===== config.mk =====
export PLATFORM = sky130hd
export DESIGN_NAME = log_record_checker_crc32_unit_flat
export DESIGN_NICKNAME = d
export VERILOG_FILES = /design/src/rtl/lrc_pkg.sv /design/src/rtl/lrc_if.sv /design/src/rtl/lrc_front.sv /design/src/rtl/lrc_queue.sv /design/src/rtl/log_record_checker_crc32_unit.sv /design/src/flat_wrapper.sv
export SDC_FILE = /design/constraint.sdc
export NUM_CORES = 1
export LEC_CHECK = 0
export BUFFER_PORTS_ARGS = -buffer_cell sky130_fd_sc_hd__buf_2
export CAP_MARGIN = 0
export CORE_ASPECT_RATIO = 1.75
export CORE_MARGIN = 1
export CORE_UTILIZATION = 55
export CTS_CLUSTER_DIAMETER = 40
export CTS_CLUSTER_SIZE = 12
export DETAILED_ROUTE_END_ITERATION = 7
export PLACE_DENSITY_LB_ADDON = 0.05
export RECOVER_POWER = 50
export SLEW_MARGIN = 10
export SYNTH_ARGS = -nofsm -noshare
export SYNTH_HDL_FRONTEND = slang
export SYNTH_SLANG_ARGS = --single-unit

===== constraint.sdc =====
create_clock -name clk -period 17.1 [get_ports clk]
set_input_delay 0 -clock clk [delete_from_list [all_inputs] [get_ports clk]]
set_output_delay 0 -clock clk [all_outputs]
set_load 0.005 [all_outputs]

===== src/rtl/lrc_pkg.sv =====
package lrc_pkg;

  localparam int OFFSET_BITS_DEF = 32;
  localparam logic [31:0] CRC_POLY = 32'hEDB88320;
  localparam logic [31:0] CRC_ONES = 32'hFFFFFFFF;
  localparam logic [31:0] START_OFFSET_RST = 32'd16;
  localparam logic [23:0] LENGTH_LIMIT_RST = 24'd65548;
  localparam logic [31:0] MAGIC_RST = 32'h43454C52;
  localparam logic [3:0] HEADER_BYTES = 4'd12;
  localparam logic [1:0] FOOTER_LAST = 2'd3;

  localparam logic [1:0] REG_START = 2'd0;
  localparam logic [1:0] REG_LIMIT = 2'd1;
  localparam logic [1:0] REG_MAGIC = 2'd2;
  localparam logic [1:0] REG_ORDER = 2'd3;

  typedef enum logic [2:0] {
    KIND_PAYLOAD  = 3'd0,
    KIND_GOOD     = 3'd1,
    KIND_BAD_HDR  = 3'd2,
    KIND_CRC_ERR  = 3'd3,
    KIND_TRUNC    = 3'd4,
    KIND_SIZE     = 3'd5
  } kind_t;

  typedef struct packed {
    kind_t       kind;
    logic [7:0]  data_byte;
    logic [23:0] record_length;
    logic [31:0] good_offset;
    logic        end_of_log;
  } result_t;

  function automatic logic [31:0] crc_byte(input logic [31:0] crc, input logic [7:0] b);
    logic [31:0] c;
    c = crc ^ {24'd0, b};
    for (int i = 0; i < 8; i++) begin
      c = (c >> 1) ^ (c[0] ? CRC_POLY : 32'd0);
    end
    return c;
  endfunction

  function automatic logic [31:0] take_byte(input logic [31:0] acc, input logic [7:0] b,
                                            input logic le);
    if (le) begin
      return {b, acc[31:8]};
    end
    return {acc[23:0], b};
  endfunction

endpackage


===== src/rtl/lrc_if.sv =====
interface lrc_in_if;
  logic       valid;
  logic       ready;
  logic [7:0] log_byte;
  logic       last_of_log;
  modport source(output valid, log_byte, last_of_log, input ready);
  modport sink(input valid, log_byte, last_of_log, output ready);
endinterface

interface lrc_out_if;
  logic        valid;
  logic        ready;
  logic [2:0]  kind;
  logic [7:0]  data_byte;
  logic [23:0] record_length;
  logic [31:0] good_offset;
  logic        end_of_log;
  modport source(output valid, kind, data_byte, record_length, good_offset, end_of_log,
                 input ready);
  modport sink(input valid, kind, data_byte, record_length, good_offset, end_of_log,
               output ready);
endinterface

interface lrc_cfg_if;
  logic        valid;
  logic        ready;
  logic [1:0]  index;
  logic [31:0] data;
  modport source(output valid, index, data, input ready);
  modport sink(input valid, index, data, output ready);
endinterface


===== src/rtl/lrc_front.sv =====
module lrc_front #(
  parameter int OFFSET_BITS = lrc_pkg::OFFSET_BITS_DEF
) (
  input  logic            clk,
  input  logic            rst_n,
  lrc_in_if.sink          in_ch,
  lrc_cfg_if.sink         cfg_ch,
  input  logic            q_full,
  output logic            q_push,
  output lrc_pkg::result_t q_data
);

  typedef enum logic [1:0] {PH_HEADER, PH_PAYLOAD, PH_FOOTER} phase_t;

  phase_t                 phase_r, phase_nxt;
  logic [23:0]            count_r, count_nxt;
  logic [31:0]            magic_r, magic_nxt;
  logic [31:0]            len_r, len_nxt;
  logic [31:0]            hcrc_r, hcrc_nxt;
  logic [31:0]            crc_r, crc_nxt;
  logic [31:0]            foot_r, foot_nxt;
  logic [OFFSET_BITS-1:0] cur_r, cur_nxt;
  logic [OFFSET_BITS-1:0] good_r, good_nxt;
  logic                   halted_r, halted_nxt;
  logic [23:0]            limit_r;
  logic [31:0]            mword_r;
  logic                   order_r;

  logic                   fire;
  logic                   emit;
  logic                   len_known;
  lrc_pkg::kind_t         kind;
  logic [7:0]             data;
  logic [7:0]             b;
  logic [31:0]            ma, la, ha, fa, crc_b, fo_b;
  logic [23:0]            cnt1;
  logic                   cfg_start;
  logic [OFFSET_BITS-1:0] cfg_off;

  assign in_ch.ready  = !q_full;
  assign cfg_ch.ready = 1'b1;
  assign fire = in_ch.valid && in_ch.ready;
  assign b = in_ch.log_byte;
  assign cfg_start = cfg_ch.valid && cfg_ch.index == lrc_pkg::REG_START;
  assign cfg_off = OFFSET_BITS'({16'd0, cfg_ch.data});

  always_comb begin
    phase_nxt = phase_r; count_nxt = count_r; magic_nxt = magic_r; len_nxt = len_r;
    hcrc_nxt = hcrc_r; crc_nxt = crc_r; foot_nxt = foot_r; cur_nxt = cur_r;
    good_nxt = good_r; halted_nxt = halted_r;
    emit = 1'b0; len_known = 1'b0; kind = lrc_pkg::KIND_PAYLOAD; data = 8'd0;
    ma = magic_r; la = len_r; ha = hcrc_r; fa = foot_r;
    crc_b = lrc_pkg::crc_byte(crc_r, b);
    fo_b = lrc_pkg::take_byte(foot_r, b, order_r);
    cnt1 = count_r + 24'd1;
    if (fire && !halted_r) begin
      if (cur_r == {OFFSET_BITS{1'b1}}) begin
        emit = 1'b1; kind = lrc_pkg::KIND_SIZE; halted_nxt = 1'b1;
      end else begin
        cur_nxt = cur_r + OFFSET_BITS'(1);
        case (phase_r)
          PH_HEADER: begin
            if (count_r == 24'd0) begin
              ma = 32'd0; la = 32'd0; ha = 32'd0;
            end
            if (count_r < 24'd8) begin
              crc_nxt = crc_b;
            end
            if (count_r < 24'd4) begin
              ma = lrc_pkg::take_byte(ma, b, order_r);
            end else if (count_r < 24'd8) begin
              la = lrc_pkg::take_byte(la, b, order_r);
            end else begin
              ha = lrc_pkg::take_byte(ha, b, order_r);
            end
            magic_nxt = ma; len_nxt = la; hcrc_nxt = ha;
            count_nxt = cnt1;
            if (cnt1 >= {20'd0, lrc_pkg::HEADER_BYTES}) begin
              if (ma != mword_r || (crc_r ^ lrc_pkg::CRC_ONES) != ha ||
                  la > {8'd0, limit_r}) begin
                emit = 1'b1; kind = lrc_pkg::KIND_BAD_HDR; len_known = 1'b1;
                halted_nxt = 1'b1;
              end else begin
                phase_nxt = (la != 32'd0) ? PH_PAYLOAD : PH_FOOTER;
                count_nxt = 24'd0; crc_nxt = lrc_pkg::CRC_ONES; foot_nxt = 32'd0;
              end
            end
          end
          PH_PAYLOAD: begin
            crc_nxt = crc_b; count_nxt = cnt1;
            emit = 1'b1; kind = lrc_pkg::KIND_PAYLOAD; data = b;
            if ({8'd0, cnt1} >= len_r) begin
              phase_nxt = PH_FOOTER; count_nxt = 24'd0; foot_nxt = 32'd0;
            end
          end
          default: begin
            foot_nxt = fo_b; count_nxt = cnt1;
            if (count_r[1:0] == lrc_pkg::FOOTER_LAST) begin
              emit = 1'b1; len_known = 1'b1;
              if (fo_b == (crc_r ^ lrc_pkg::CRC_ONES)) begin
                kind = lrc_pkg::KIND_GOOD; good_nxt = cur_nxt;
                phase_nxt = PH_HEADER; count_nxt = 24'd0; crc_nxt = lrc_pkg::CRC_ONES;
              end else begin
                kind = lrc_pkg::KIND_CRC_ERR; halted_nxt = 1'b1;
              end
            end
          end
        endcase
      end
      if (in_ch.last_of_log) begin
        if (!emit || kind == lrc_pkg::KIND_PAYLOAD) begin
          kind = lrc_pkg::KIND_TRUNC; data = 8'd0;
        end
        emit = 1'b1; halted_nxt = 1'b1;
      end
      if (phase_nxt != PH_HEADER) begin
        len_known = 1'b1;
      end
    end
  end

  assign q_push = emit;
  always_comb begin
    q_data.kind          = kind;
    q_data.data_byte     = data;
    q_data.record_length = len_known ? len_nxt[23:0] : 24'd0;
    q_data.good_offset   = 32'(good_nxt);
    q_data.end_of_log    = in_ch.last_of_log;
  end

  always_ff @(posedge clk) begin
    if (!rst_n) begin
      phase_r <= PH_HEADER; count_r <= '0; magic_r <= '0; len_r <= '0; hcrc_r <= '0;
      crc_r <= lrc_pkg::CRC_ONES; foot_r <= '0;
      cur_r <= OFFSET_BITS'(lrc_pkg::START_OFFSET_RST);
      good_r <= OFFSET_BITS'(lrc_pkg::START_OFFSET_RST);
      halted_r <= 1'b0;
      limit_r <= lrc_pkg::LENGTH_LIMIT_RST;
      mword_r <= lrc_pkg::MAGIC_RST; order_r <= 1'b0;
    end else begin
      phase_r <= phase_nxt; count_r <= count_nxt; magic_r <= magic_nxt; len_r <= len_nxt;
      hcrc_r <= hcrc_nxt; crc_r <= crc_nxt; foot_r <= foot_nxt;
      cur_r <= cfg_start ? cfg_off : cur_nxt;
      good_r <= cfg_start ? cfg_off : good_nxt;
      halted_r <= halted_nxt;
      if (cfg_ch.valid) begin
        case (cfg_ch.index)
          lrc_pkg::REG_LIMIT: limit_r <= cfg_ch.data[23:0];
          lrc_pkg::REG_MAGIC: mword_r <= cfg_ch.data;
          lrc_pkg::REG_ORDER: order_r <= cfg_ch.data[0];
          default: ;
        endcase
      end
    end
  end

endmodule


===== src/rtl/lrc_queue.sv =====
module lrc_queue (
  input  logic             clk,
  input  logic             rst_n,
  input  logic             push,
  input  lrc_pkg::result_t push_data,
  output logic             full,
  lrc_out_if.source        out_ch
);

  lrc_pkg::result_t mem_r [2];
  logic             wp_r, rp_r;
  logic [1:0]       cnt_r;
  logic             pop;

  assign full = cnt_r == 2'd2 && !out_ch.ready;
  assign pop = out_ch.valid && out_ch.ready;
  assign out_ch.valid = cnt_r != 2'd0;
  assign out_ch.kind = mem_r[rp_r].kind;
  assign out_ch.data_byte = mem_r[rp_r].data_byte;
  assign out_ch.record_length = mem_r[rp_r].record_length;
  assign out_ch.good_offset = mem_r[rp_r].good_offset;
  assign out_ch.end_of_log = mem_r[rp_r].end_of_log;

  always_ff @(posedge clk) begin
    if (push) begin
      mem_r[wp_r] <= push_data;
    end
    if (!rst_n) begin
      wp_r <= 1'b0; rp_r <= 1'b0; cnt_r <= 2'd0;
    end else begin
      if (push) begin
        wp_r <= !wp_r;
      end
      if (pop) begin
        rp_r <= !rp_r;
      end
      cnt_r <= cnt_r + {1'b0, push} - {1'b0, pop};
    end
  end

endmodule


===== src/rtl/log_record_checker_crc32_unit.sv =====
// Channel | Dir | Beat contents
// in_     | in  | log_byte, last_of_log
// out_    | out | kind, data_byte, record_length, good_offset, end_of_log
// cfg_    | in  | index, data (register write)
// One byte is accepted per cycle while the queue is not full; each result is registered in the queue.
// The CRC step is one combinational byte update in the front stage.
// A two-entry queue holds results, so input stalls only when it is full and not draining.
// Reset is synchronous; there is no clearing pass.
module log_record_checker_crc32_unit #(
  parameter int OFFSET_BITS = lrc_pkg::OFFSET_BITS_DEF
) (
  input  logic      clk,
  input  logic      rst_n,
  lrc_in_if.sink    in_ch,
  lrc_out_if.source out_ch,
  lrc_cfg_if.sink   cfg_ch
);

  logic             q_full, q_push;
  lrc_pkg::result_t q_data;

  lrc_front #(.OFFSET_BITS(OFFSET_BITS)) u_front (
    .clk, .rst_n, .in_ch, .cfg_ch, .q_full, .q_push, .q_data
  );

  lrc_queue u_queue (
    .clk, .rst_n, .push(q_push), .push_data(q_data), .full(q_full), .out_ch
  );

endmodule


===== src/flat_wrapper.sv =====
// flat-port wrapper written by rule: the top's interface ports become plain ports
module log_record_checker_crc32_unit_flat 
#(
  parameter int OFFSET_BITS = lrc_pkg::OFFSET_BITS_DEF
)
  (clk, rst_n, in_ch_valid, in_ch_log_byte, in_ch_last_of_log, in_ch_ready, out_ch_valid, out_ch_kind, out_ch_data_byte, out_ch_record_length, out_ch_good_offset, out_ch_end_of_log, out_ch_ready, cfg_ch_valid, cfg_ch_index, cfg_ch_data, cfg_ch_ready);
  lrc_in_if in_ch_i ();
  lrc_out_if out_ch_i ();
  lrc_cfg_if cfg_ch_i ();
  input  logic clk;
  input  logic rst_n;
  input wire logic [$bits(in_ch_i.valid)-1:0] in_ch_valid;
  input wire logic [$bits(in_ch_i.log_byte)-1:0] in_ch_log_byte;
  input wire logic [$bits(in_ch_i.last_of_log)-1:0] in_ch_last_of_log;
  output wire logic [$bits(in_ch_i.ready)-1:0] in_ch_ready;
  output wire logic [$bits(out_ch_i.valid)-1:0] out_ch_valid;
  output wire logic [$bits(out_ch_i.kind)-1:0] out_ch_kind;
  output wire logic [$bits(out_ch_i.data_byte)-1:0] out_ch_data_byte;
  output wire logic [$bits(out_ch_i.record_length)-1:0] out_ch_record_length;
  output wire logic [$bits(out_ch_i.good_offset)-1:0] out_ch_good_offset;
  output wire logic [$bits(out_ch_i.end_of_log)-1:0] out_ch_end_of_log;
  input wire logic [$bits(out_ch_i.ready)-1:0] out_ch_ready;
  input wire logic [$bits(cfg_ch_i.valid)-1:0] cfg_ch_valid;
  input wire logic [$bits(cfg_ch_i.index)-1:0] cfg_ch_index;
  input wire logic [$bits(cfg_ch_i.data)-1:0] cfg_ch_data;
  output wire logic [$bits(cfg_ch_i.ready)-1:0] cfg_ch_ready;
  assign in_ch_i.valid = in_ch_valid;
  assign in_ch_i.log_byte = in_ch_log_byte;
  assign in_ch_i.last_of_log = in_ch_last_of_log;
  assign in_ch_ready = in_ch_i.ready;
  assign out_ch_valid = out_ch_i.valid;
  assign out_ch_kind = out_ch_i.kind;
  assign out_ch_data_byte = out_ch_i.data_byte;
  assign out_ch_record_length = out_ch_i.record_length;
  assign out_ch_good_offset = out_ch_i.good_offset;
  assign out_ch_end_of_log = out_ch_i.end_of_log;
  assign out_ch_i.ready = out_ch_ready;
  assign cfg_ch_i.valid = cfg_ch_valid;
  assign cfg_ch_i.index = cfg_ch_index;
  assign cfg_ch_i.data = cfg_ch_data;
  assign cfg_ch_ready = cfg_ch_i.ready;
  log_record_checker_crc32_unit #(.OFFSET_BITS(OFFSET_BITS)) u_core (.clk(clk), .rst_n(rst_n), .in_ch(in_ch_i), .out_ch(out_ch_i), .cfg_ch(cfg_ch_i));
endmodule

* After elaboration in Yosys (flattened, before gate mapping)
Memories as Yosys holds them, arrays and structs flattened. A register that Yosys moved wholly into a read port is not among the register bits.
Cells that the tools add are included.
** Storage, ports and cells
- Register bits :: 312
- Memory bits (writable) :: 136
- Bits of input ports :: 48
- Output and inout bits :: 71
- Memories :: 1
** Memories
- u_core.u_queue.mem_r :: words 2, width 68, read ports 1, clocked after memory_dff 1, wr ports 1, line lrc_queue.sv:10 : lrc_pkg::result_t mem_r [2];
** Cells by class
- $add $sub $neg :: 4
- Magnitude comparators :: 5
- Equal/unequal tests :: 18
- Mux-type cells :: 124
- Bitwise gates (word level) :: 11
- Reduce and logical (&&, ||, !) cells :: 35
** Operators by type and width (count)
- 2-to-1 mux 32 bit :: 50
- XOR 31 x 32 -> 32 bit :: 8
- 2-to-1 mux 24 bit :: 9
- one-hot mux 32 bit (2 select lines) :: 2
- != test 32 bit :: 2
- one-hot mux 24 bit (2 select lines) :: 1
- 2-to-1 mux 8 bit :: 5
- 2-to-1 mux 1 bit :: 35
- adder 32 x 1 -> 32 bit (second input constant) :: 1
- equality test 32 bit :: 1
- equality test 32 bit (second input constant) :: 1
- >= comparator 24 x 32 -> 1 bit :: 1
- > comparator 32 x 24 -> 1 bit :: 1
- inverter 32 bit :: 1
- nonzero test 32 bit :: 1
- XOR 32 x 8 -> 32 bit :: 1
- adder 24 x 1 -> 24 bit (second input constant) :: 1
- >= comparator 24 x 4 -> 1 bit (second input constant) :: 1
- zero test 24 bit :: 1
- < comparator 24 x 3 -> 1 bit (second input constant) :: 1
- < comparator 24 x 4 -> 1 bit (second input constant) :: 1
- 2-to-1 mux 2 bit :: 12
- 2-to-1 mux 3 bit :: 5
- AND reduction 2 bit :: 5
- 25 further kinds :: 50

* Longest topological paths before layout
- Depth after elaboration :: 25
- Mapped depth :: 30

* Hierarchy
A second synthesis with hierarchy kept.
** Unflattened totals
- Cell total of the unflattened synthesis :: 2689
- Area, all modules :: 24822.6 µm²
** By module, submodules not included
- lrc_front :: instances 1, cells each 2454, area each 19580.0 µm², sequential area each 6165.9 µm²
- lrc_queue :: instances 1, cells each 235, area each 5242.5 µm², sequential area each 4184.0 µm²

* Worst setup path after synthesis
No wires, ideal clock.
- Path type :: register to register
- From :: reg u_core.u_front.count_r[8]
- To :: mem u_core.u_queue.mem_r[1][0] (netlist bit) (enable)
- Library setup time :: 0.434 ns
- Arrival time :: 6.282 ns
- Required time :: 16.666 ns
- Path slack :: 10.384 ns
- Stages on the path, launching flop included :: 22
- Path buffers :: 6
- Period minus slack after synthesis :: 6.716 ns
- Cells stage by stage :: dfxtp_1 -> buf_2 -> nor4_1 -> nand3_1 -> nor3_1 -> buf_2 -> buf_2 -> buf_1 -> clkbuf_1 -> buf_1 -> nor2_1 -> ha_1 -> nand4_1 -> or2_2 -> or2_2 -> o211ai_1 -> o21ai_0 -> a21oi_1 -> or4_1 -> nor4_4 -> o21ai_0 -> and3_1
** Between the ends
- Cells in the longest elaborated chain, start to end :: 21
- Elaborated cells between the ends (all ways) :: 42
- Classes of those cells :: add/sub: 1; order compare: 4; eq/ne: 2; mux: 32; reduce/logical: 3
** Ends and longest elaborated chain
- start, declared :: line lrc_front.sv:16 : logic [23:0] count_r, count_nxt;
- start signal, assigned :: line lrc_front.sv:141 : phase_r <= phase_nxt; count_r <= count_nxt; magic_r <= magic_nxt; len_r <= len_nxt;
- branches (longest 13 deep; another with > comparator 32 x 24 -> 1 bit)
- 2-to-1 mux 1 bit * :: line lrc_front.sv:78 : if (cnt1 >= {20'd0, lrc_pkg::HEADER_BYTES}) begin
- one-hot mux 1 bit (2 select lines) * :: line lrc_front.sv:61 : case (phase_r)
- 2-to-1 mux 1 bit * :: line lrc_front.sv:57 : if (cur_r == {OFFSET_BITS{1'b1}}) begin
- 2-to-1 mux 1 bit * :: line lrc_front.sv:56 : if (fire && !halted_r) begin
- 2-to-1 mux 1 bit * :: line lrc_front.sv:110 : if (in_ch.last_of_log) begin
- 2-to-1 mux 1 bit * :: line lrc_front.sv:56
- 2-to-1 mux 1 bit * :: line lrc_queue.sv:25 : if (push) begin
- 2-to-1 mux 1 bit (implied by the code) * :: line lrc_queue.sv:26 : mem_r[wp_r] <= push_data;
- end, declared :: line lrc_queue.sv:10
Every way passes the cells marked *. The select of a mux whose other input is x is not followed.

==> results.txt <==
The total number of placement rows is slightly above 100. The CTS tree is built. The launching element type of the critical path is a flip-flop. By instance count, the cell type seen most on the critical path is clkbuf_1. The maximum ir drop on the vdd rail is between 0.15 and 0.2 mV. The destination of the critical timing path is u_core.u_front.good_r[0]$_SDFF_PN0_. The filler-free cell count of the finished design came out at roughly 3500. On the critical path, the stage with the largest delay is an instance of clkbuf_1. The worst slack at placement came out at around 11 ns. The endpoint arrival time on the critical path came out at ~11 ns.

The congestion estimate from routability-driven global placement came to around 1. The HPWL after detailed placement came out at about 70 mm. Of the cells placed in the final design, the portion with a size suffix greater than 1 is 0.118. The most critical setup path has its startpoint at u_core.u_front.order_r$_SDFFE_PN0P_. The cell area after synthesis came out at between 0.02 and 0.03 sq mm. The CTS buffer count came out at 50. The count of endpoints failing hold in the final timing report is 0. The average size of a mapped cell came out at around 9 sq um. Registers take 0.0103 sq mm. The depth of the worst register-to-register path came out at 11. Leaving out fill and tap cells, the most frequent cell in the layout is nand2_1.

The count of endpoints failing setup in the final report is 0. The count of pins on the block boundary is approximately 120. The sum of met3 wire segment lengths after detailed routing is 6.09 mm. The sum of overflow across all layers after global routing came out at 0. The starting density of the core came out at 0.558. The count of port buffers added during placement is ~120.

The global-route wire length before repair is 139 mm. The remaining design rule violation count came out at 0. The flip-flop and latch count after synthesis came out at 449. The area of the die is between 0.04 and 0.05 sq mm. Ranked by total cell area, the synthesized netlist is headed by dfxtp_1, edfxtp_1, xnor2_1, nand2_1, mux2_2.

The slack of the worst reg-to-reg path came out at 6.57 ns. The proportion of register bits with asynchronous set or reset after synthesis is 0. Yosys mapped a number of flops with a built-in enable equal to roughly 140. The final wirelength came out at roughly 95 mm. The post-route setup TNS came out at 0 ns. Counting every sink on the clock net gives 449. The sequential cell area fraction in the yosys report came out at 0.411.

The most used flip-flop cell after synthesis is dfxtp_1. The routed wirelength normalized by instance count is roughly 27 um. After floorplanning, the core was sized to cover ~0.045 sq mm.

The top routing layer in use is met4. The tightest min-delay check is of the input port to flip-flop type. The areal power density over the cells is 116 mW/mm^2. The clock latency of the later-clocked register in the worst-skew pair is about 0.60 ns.

Once layout is complete, the utilization of the core stands at 0.617. By startpoint and endpoint, the worst setup path is classified as flip-flop to flip-flop. The number of cells in the design after placement is approximately 3300. The maximum cell stage delay along the critical path is 2.18 ns. Of the post-synthesis cell area, the dominant cell type holds 0.249. The static leakage power is between 0.009 and 0.01 uW. The flow ran to the end, but the final reports show violations.

The number of detailed-routing iterations run before antenna repair came out at 6. The total number of vias came out at 22836. The detailed router finished its first iteration with about 2200 violations. Counting along the longest clock path gives a buffer depth of 3. The count of pins over their slew limit came out at 560.

The number of filler instances in the final layout came out at ~3900. The routed metal-1 wirelength is 31.3 mm. Entering global routing, the biggest net connects 101 pins. The share of the clock period used by the worst path after layout is 0.616. The library cells used most frequently in the layout, excluding fill and tap cells, are nand2_1, dfxtp_1, nor2_1, a21oi_1, xnor2_1. In this run the remaining antenna-violating nets after routing total 0. The startpoint of the lowest-slack register-to-register path is u_core.u_front.order_r$_SDFFE_PN0P_.

The instance count of the mapped netlist is 2818. Headroom to the max-slew limit came out at -1.33. The Yosys step of the flow raised 0 warnings.

The final reports fail on max-capacitance violations, max-slew violations. The highest fanout seen on the critical path came out at between 50 and 60. Static timing analysis puts the maximum clock frequency at between 90 and 100 MHz. The H-tree generated during clock tree synthesis spans 2 levels. Yosys mapped the design onto 90 distinct sky130hd cell types. The clock skew after layout came out at 0.0116 ns. The worst path setup slack after routing came out at between 6 and 7 ns. The master cell of the clock root buffer is clkbuf_16. The clock-pin transition on the worst setup and hold timing paths is ~0.06 ns. The synthesized design spends more area on one cell type than any other, namely dfxtp_1. Setup repair after global routing left no endpoint under its margin. The number of global-route vias before repair is 22667. In this run the critical register-to-register path is captured at u_core.u_front.good_r[0]$_SDFF_PN0_. The initial antenna violation count is 1. Measured along the y axis, the die boundary spans roughly 290 um. The final layout contains about 3000 nets. The max-capacitance violation count came out at 11. The area growth from synthesis to layout is 10.5%.

The horizontal extent of the die came out at ~160 um. In the final layout, the multi-input gates occupy 0.0136 sq mm. The routed design could run at a clock period as short as ~11 ns. The critical path goes through clkbuf_1, clkbuf_1, mux2i_1, xnor2_1, nand4_1, nor4_1, nand2_1, nor3_1, clkbuf_1, mux2i_1, o21ba_2. The ratio of routed vias to standard cells is 6.59. STA classifies the critical path endpoint as a flip-flop. In this run, post-CTS repair resized a total of 0 instances. At the pin with the least slew margin, the transition time is between 3 and 4 ns.

For the worst setup path, the data required time is around 18 ns. The net count after synthesis came out at about 2900. The overall global routing resource usage is 0.403. The sum of met2 wire segment lengths after detailed routing came out at ~48 mm.
cell type report:
type,instances,share of cell area
antenna,1,0.0000900
multi-input combinational,2058,0.488
sequential,449,0.372
timing repair buffer,201,0.0445
clock buffer,72,0.0502
clock inverter,17,0.00679
inverter,91,0.0123
tap,577,0.0260
cell usage after synthesis, types with 60 or more instances:
master / count
nand2_1: 340
dfxtp_1: 313
nor2_1: 225
a21oi_1: 222
xnor2_1: 153
clkbuf_1: 146
edfxtp_1: 136
mux2_2: 103
inv_1: 90
nor3_1: 78
o21ai_0: 78
nand3_1: 75
xor2_1: 61
mux2i_1: 60
power by group:
group          internal, uW  total [uW]  switching, uW  leakage [uW]
sequential             1160        1300            144       0.00381
combinational           367         844            477       0.00533
clock                   603        1070            463      0.000763
metal layers:
metal,vias to the layer above,global-route usage
met5,-,0
met4,0,0.372
met3,428,0.0618
met2,1188,0.702
met1,10973,0.407
li1,10247,-
per-stage QoR:
step / hold WS [ns] / total power [uW] / cell area, sq um
after floorplan: 0.0989 / 1880 / 25200
after global placement: 0.258 / 2120 / 25900
after detailed placement: 0.256 / 2140 / 25900
after CTS: 0.00607 / 3210 / 27900
after global routing: 0.0246 / 3310 / 27800
final: 0.0375 / 3210 / 27800
logic make-up (layout without fill, tap and decap cells):
family	after synthesis	after routing	synth area share
mux	163	163	0.0699
fa+ha+maj	53	53	0.0263
flops	449	449	0.411
buf+inv	311	381	0.0514
other cells	1	2	0.000149
simple gates	958	958	0.181
xor+xnor	214	214	0.0744
compound gates	669	669	0.186
flip-flops by register name, indices dropped and copies added (netlist names), named ones only:
name	count
u_core.u_queue.cnt_r	2
u_core.u_queue.mem_r	136
u_core.u_front.halted_r	1
u_core.u_front.phase_r	2
u_core.u_front.len_r	32
u_core.u_front.count_r	23
u_core.u_front.order_r	1
u_core.u_queue.wp_r	1
u_core.u_front.crc_r	32
u_core.u_front.cur_r	32
u_core.u_front.limit_r	24
u_core.u_front.fa	32
u_core.u_front.good_r	32
u_core.u_front.magic_r	32
u_core.u_front.mword_r	32
u_core.u_front.hcrc_r	32
u_core.u_queue.rp_r	1
worst max-delay path, delay by kind of cell, from the launching register on:
family / cells / cell delay [ns]
compound gates: 1 / 0.41
xor+xnor: 1 / 0.35
buf+inv: 3 / 6.31
flops: 1 / 0.50
mux: 2 / 1.49
simple gates: 4 / 1.21
worst min path at each step:
stage               cells past startpoint              start  slack (ns)                                       to
floorplan                               0  in_ch_last_of_log         0.1     u_core.u_queue.mem_r[0][0]$_DFFE_PP_
global placement                        3    cfg_ch_data[24]        0.26  u_core.u_front.mword_r[24]$_SDFFE_PN1P_
finish                                  3  in_ch_log_byte[4]        0.04        u_core.u_front.fa[4]$_SDFFE_PN0P_
CTS                                     2  in_ch_log_byte[4]       0.006    u_core.u_queue.mem_r[0][61]$_DFFE_PP_
detailed placement                      3    cfg_ch_data[24]        0.26  u_core.u_front.mword_r[24]$_SDFFE_PN1P_
global route                            2  in_ch_log_byte[4]        0.02    u_core.u_queue.mem_r[0][61]$_DFFE_PP_
what timing repair did:
| action | 4_1_cts | 5_1_grt |
|---|---|---|
| setup buffers | 0 | 0 |
| endpoints found under the hold margin | 139 | 0 |
| hold buffers | 45 | 0 |
| setup endpoints to repair | 0 | 0 |
Note: power is estimated with default switching activity, not from simulation.
